--- config.mk ---
export PLATFORM = sky130hd
export DESIGN_NAME = ssp_cell
export DESIGN_NICKNAME = d
export VERILOG_FILES = /design/src/sv/single_source_shortest_path_assert.svh /design/src/sv/ssp_pkg.sv /design/src/sv/ssp_cell.sv
export SDC_FILE = /design/constraint.sdc
export NUM_CORES = 1
export LEC_CHECK = 0
export CORE_MARGIN = 5
export CORE_UTILIZATION = 58
export CTS_CLUSTER_DIAMETER = 100
export DETAILED_ROUTE_END_ITERATION = 10
export DONT_BUFFER_PORTS = 1
export PLACE_DENSITY_LB_ADDON = 0.15
export SLEW_MARGIN = 20
export SYNTH_ARGS = -nofsm -noshare
export SYNTH_HDL_FRONTEND = slang
export SYNTH_SLANG_ARGS = --single-unit
--- constraint.sdc ---
create_clock -name clk -period 8.7 [get_ports clk]
set_clock_uncertainty 0.05 [all_clocks]
set_input_delay 1.305 -clock clk [delete_from_list [all_inputs] [get_ports clk]]
set_output_delay 1.305 -clock clk [all_outputs]
set_load 0.01 [all_outputs]
--- src/sv/single_source_shortest_path_assert.svh ---
// Assertion macros for the shortest path block.
// Used by the top level only; expects a clock named clk and a reset named rst.
`ifndef SINGLE_SOURCE_SHORTEST_PATH_ASSERT_SVH
`define SINGLE_SOURCE_SHORTEST_PATH_ASSERT_SVH

// Same-cycle implication, checked outside reset.
`define SSP_ASSERT_NOW(label, ante, cons, msg) \
  label: assert property (@(posedge clk) disable iff (rst) (ante) |-> (cons)) \
    else $error(msg);

// Next-cycle implication, checked outside reset.
`define SSP_ASSERT_NEXT(label, ante, cons, msg) \
  label: assert property (@(posedge clk) disable iff (rst) (ante) |=> (cons)) \
    else $error(msg);

`endif

--- src/sv/ssp_pkg.sv ---
// Shared constants, token type and codes for the shortest path block.
// No dependencies.
package ssp_pkg;
  localparam int MAX_NODES  = 64;
  localparam int MAX_EDGES  = 256;
  localparam int NODE_W     = $clog2(MAX_NODES);
  localparam int NCNT_W     = $clog2(MAX_NODES + 1);
  localparam int EADDR_W    = $clog2(MAX_EDGES);
  localparam int ECNT_W     = $clog2(MAX_EDGES + 1);
  localparam int WEIGHT_W   = 16;
  localparam int DIST_W     = 32;
  localparam int APB_AW     = 3;
  localparam int APB_DW     = 32;

  localparam logic [DIST_W-1:0] DIST_INF = '1;
  localparam logic [DIST_W-1:0] DIST_TOP = {{(DIST_W-1){1'b1}}, 1'b0};

  localparam logic REG_NODE_COUNT  = 1'b0;
  localparam logic REG_SOURCE_NODE = 1'b1;

  typedef enum logic [2:0] {
    OP_NOP,
    OP_INIT,
    OP_SCAN,
    OP_VISIT,
    OP_RELAX
  } op_t;

  // Token moving down the cell chain, one cell per cycle.
  typedef struct packed {
    op_t               op;
    logic [NODE_W-1:0] idx_a;
    logic              a_ok;
    logic [NODE_W-1:0] idx_b;
    logic              b_ok;
    logic [DIST_W-1:0] cost;
  } token_t;
endpackage

--- src/sv/ssp_cell.sv ---
// One node cell of the chain: holds a node's distance and visited mark,
// acts on the token passing by and hands it on. Depends on ssp_pkg.
module ssp_cell (
  input  logic                       clk,
  input  logic                       rst,
  input  logic [ssp_pkg::NODE_W-1:0] cell_idx,
  input  logic [ssp_pkg::NCNT_W-1:0] n_eff,
  input  ssp_pkg::token_t            tok_in,
  output ssp_pkg::token_t            tok_out,
  input  logic                       shift_en,
  input  logic [ssp_pkg::DIST_W-1:0] dist_next,
  output logic [ssp_pkg::DIST_W-1:0] node_dist
);
  import ssp_pkg::*;

  logic   visited;
  logic   in_use;
  logic   hit_a;
  logic   hit_b;
  token_t tok_next;

  assign in_use = {1'b0, cell_idx} < n_eff;
  assign hit_a  = tok_in.a_ok && (tok_in.idx_a == cell_idx);
  assign hit_b  = tok_in.b_ok && (tok_in.idx_b == cell_idx);

  always_comb begin
    tok_next = tok_in;
    // Ties go to the later cell, i.e. the higher index.
    if (tok_in.op == OP_SCAN && in_use && !visited && node_dist <= tok_in.cost) begin
      tok_next.cost  = node_dist;
      tok_next.idx_a = cell_idx;
    end
  end

  always_ff @(posedge clk) begin
    if (rst) begin
      visited    <= 1'b0;
      tok_out.op <= OP_NOP;
    end else begin
      tok_out <= tok_next;
      case (tok_in.op)
        OP_INIT: begin
          visited   <= 1'b0;
          node_dist <= hit_a ? '0 : DIST_INF;
        end
        OP_VISIT: begin
          if (tok_in.idx_a == cell_idx) visited <= 1'b1;
        end
        OP_RELAX: begin
          if ((hit_a || hit_b) && tok_in.cost < node_dist) node_dist <= tok_in.cost;
        end
        default: begin
          if (shift_en) node_dist <= dist_next;
        end
      endcase
    end
  end
endmodule
======== Word-level counts from Yosys, hierarchy flattened ========
Cells that the tools add are included.
word-level totals
  bits in latches ......................... 0
  flip-flop bits (word level) ............. 82
  output and inout bits ................... 81
  logic and storage cells ................. 41
  bits in read-only memories .............. 0
  memories kept ........................... 0
  memory bits (writable) .................. 0
operators by class
  $lt $le $gt $ge ......................... 3
  reductions and logical operators ........ 12
  bitwise gates (word level) .............. 2
  multipliers ............................. 0
  div/mod/pow operators ................... 0
  shift operators ......................... 0
  add/sub/neg operators ................... 0
  equal/unequal tests ..................... 8
  mux-type cells .......................... 8
operators by type and width
  operator                                       number
  two-way mux 32 bit                             4
  case mux 32 bit (3 select lines)               1
  less-or-equal comparator 32 bit                1
  < comparator 32 bit                            1
  == test 6 bit                                  2
  < comparator 6 x 7 -> 1 bit                    1
  == test 3 x 2 -> 1 bit, second input constant  2
  logical AND 1 bit                              6
  two-way mux 6 bit                              1
  != test 2 bit, second input constant           2
  AND reduction 4 bit                            1
  == test 3 x 1 -> 1 bit, second input constant  1
  == test 3 bit, second input constant           1
  nonzero test 3 bit                             1
  NOT 1 bit                                      2
  case mux 1 bit (2 select lines)                1
  AND reduction 2 bit                            1
  nonzero test 2 bit                             1
  logical NOT 1 bit                              1
  logical OR 1 bit                               1
  two-way mux 1 bit                              1

======== Longest topological paths before layout ========
  depth after elaboration ................. 6
  mapped depth ............................ 11

======== Least setup slack after synthesis ========
OpenSTA, ideal clock, no wires.
  path kind ............................... input to register
  start ................................... input port tok_in[25] in the netlist's numbering
  end ..................................... register node_dist[0] in the netlist's numbering, enable pin
  cell stages on the path ................. 7
  library setup time ...................... 470 ps
  path buffers ............................ 0
  slack ................................... 3185 ps
  data required time ...................... 8180 ps
  arrival ................................. 4995 ps
  cells stage by stage .................... ha_1 > a21o_1 > a221o_1 > a221oi_1 > o21a_1 > nand3_1 > a211oi_1
between the ends
  word-level cells in the longest chain between the ends .. 4
RTL lines
  element                        RTL line        source
  start: declaration             ssp_cell.sv:8   input ssp_pkg::token_t tok_in,
  < comparator 32 bit            ssp_cell.sv:50  if ((hit_a || hit_b) && tok_in.cost < node_dist) node_dist <= tok_in.cost;
  logical AND 1 bit              ssp_cell.sv:50
  != test 2 bit (no line)        n/a
  AND reduction 4 bit (no line)  n/a
  end signal: assignment         ssp_cell.sv:44  node_dist <= hit_a ? '0 : DIST_INF;
  end signal: assignment         ssp_cell.sv:50
  end signal: assignment         ssp_cell.sv:53  if (shift_en) node_dist <= dist_next;
  end: declaration               ssp_cell.sv:12  output logic [ssp_pkg::DIST_W-1:0] node_dist
No other way between the ends.
A chain may end at the register's enable or synchronous reset.

==> results.md <==
- Antenna diodes: 0
- Leak Pwr: around 2.0 nW
- Die Area: 9670 sq um
- Io pins: 178
- Hold_buf cts: 0
- Mapped cell area: 4530 sq um
- Post-CTS setup repair buffer count: 0
- Seq cells post-synth: 82
- Post-synth net total: between 400 and 500
- H-tree levels: 3
- Final period util: 0.461
- Clk root buf: clkbuf_8
- CP max FO: 24
- Post-cts sizing count: 0
- Largest net degree at the start of global routing: 47
- Num CTS Buffers: 9
- Via count: 2777
- Total GRT Usage: 0.212
- Cell variety after synth: 37
- Die W: around 98 microns
- Worst Max-Slew Pin Slew: 1.01 ns
- CTS tree: done
- DR WL/cell: 22.9 microns
- Setup TNS: 0 ns
- Detail Route Antenna Nets: 0
- Clk buf depth: 2
- Mapped Cells: 336
- Drt via density: roughly 6.2
- Port Buffers: 0
- CP Capture Type: flip-flop
- First-pass GRT wire length: 15800 microns
- Period minus WS final: 4.01 ns
- Dpl cells: 429
- Final nets: 472
- Grt ovf: 0
- RSZ-0062 raised after global routing: no
- Final wirelength: 10200 microns
- Register area share after synthesis: 0.535
- Commonest non-fill, non-tap cells in the layout: edfxtp_1, inv_1, ha_1
- Worst EP arrival: 4.06 ns
- Final-layout fill cell count: 608
- Setup Viol. Count Final: 0
- Routability congestion estimate: 0.770
- DIE HEIGHT: 98.3 microns
- Max Slew Vio Count: 0
- DR iter-0 viols: 143
- Worst Path Required: 8.75 ns
- Max Cap Viol: 0
- Syn Area/Cell: 13.5 sq um
- Starting Density: 0.592
- Status: completed
- Startpoint Class: primary input
- Max VDD drop: approximately 0.084 mV
- Rows: 32
- Post-DP HPWL: 7640 microns
- Layout cells sized above 1: 0.190
- Layout area overhead: 6.44%
- Critical path class: primary input to flip-flop
- Drt drc: 0
- Initial antenna violation count: 0
- Sink Count: 82
- Non-Filler Instances: 445
- PwrDens: 187 nW/um^2
- Clk slew on worst S/H paths: 0.08 ns
- Clk Latency, worst-skew pair: 0.35 ns
- Worst slew margin: 0.327
- Core box area: 7650 sq um
- Worst Hold Class: flip-flop to flip-flop
- DP Worst Slack: 4.29 ns
- Smallest setup slack after layout: 4.69 ns
- Max frequency: roughly 250 MHz
- Router iterations before antenna repair: 4
- Yosys warns: 0
- Number of global-route vias before repair: about 3000
- Hold Fails Final Rpt: 0
- Most common cell after layout, fill and taps aside: edfxtp_1
-- power breakdown --
group / leakage (nW) / internal [mW] / total, mW / switching (mW)
Sequential: 0.782 / 0.473 / 0.510 / 0.0367
Clock: 0.0990 / 0.132 / 0.272 / 0.140
Combinational: 1.11 / 0.0585 / 0.119 / 0.0602
-- cell usage after synthesis, drive strengths merged --
cell    instances  area (sq um)
and4            1          8.76
xnor2           7          61.3
a211oi          2          15.0
nand3           5          25.0
clkbuf         10          37.5
a31oi           1          6.26
mux2           38           503
a21oi          17          85.1
nor4            2          12.5
o221ai          1          15.0
nor3            4          25.0
nand2b          1          6.26
nand2          13          48.8
nor2            4          15.0
buf             4          58.8
a221o          34           340
and2            2          12.5
a21o            3          22.5
edfxtp         78          2340
nor3b           1          12.5
dfxtp           4          80.1
inv            43           161
ha             37           463
nand4           7          43.8
a221oi          2          17.5
o21ai           5          25.0
and3            1          6.26
o21a            1          7.51
nor2b           1          6.26
o41ai           1          8.76
xor2            6          52.6
-- cell families (layout without fill, tap and decap cells) --
kind of cell             Yosys count  count (layout)  synth area share
AND/OR/NAND/NOR                   42              42            0.0492
adder cells (fa/ha/maj)           37              37             0.102
XOR/XNOR                          13              13            0.0252
AO/OA/AOI/OAI                     67              67             0.120
flip-flops                        82              82             0.535
buffers and inverters             57              64            0.0570
multiplexers                      38              38             0.111
-- metal layers --
metal / GRT usage / share of wire / vias up
li1: - / - / 1295
met1: 0.229 / 0.38 / 1333
met2: 0.361 / 0.50 / 130
met3: 0.0993 / 0.10 / 19
met4: 0.0798 / 0.021 / 0
met5: 0 / 0 / -
-- final timing paths --
check	startpoint	end	slack, ns	cells past startpoint
setup / recovery	tok_in[25]	tok_out[31]	4.69	9
hold / removal	visited	visited	0.49	2
setup reg to reg	node_dist[25]	tok_out[31]	5.13	10
hold reg to reg	visited	visited	0.49	2
-- metrics by stage --
step	utilization	power (mW)	cell area (sq um)	hold WS (ns)
final	0.630	0.900	4820	0.490
after global routing	0.630	0.946	4820	0.566
after CTS	0.630	0.909	4820	0.493
after detailed placement	0.605	0.639	4620	0.482
after global placement	0.605	0.634	4620	0.472
after floorplan	-	0.608	4530	0.437
-- critical path, stage by stage --
cell      delay [ns]
ha_1            0.29
a21o_1          0.18
a221o_1         0.32
a221oi_1        0.27
o21a_1          0.21
nand2_1         0.09
o221ai_4        0.48
buf_4           0.51
mux2_2          0.39
-- flip-flops by register name, indices dropped and copies added, names as in the netlist --
register   flops
tok_out       49
node_dist     32
visited        1
-- area by class of cell --
type | count | area (sq um) | area share
clock inverter | 7 | 70.1 | 0.0145
tap | 102 | 128 | 0.0265
multi-input combinational | 197 | 1870 | 0.389
sequential | 82 | 2420 | 0.503
inverter | 43 | 161 | 0.0335
clock buffer | 9 | 124 | 0.0257
timing repair buffer | 5 | 37.5 | 0.00779
(Power assumes the default switching activity.)
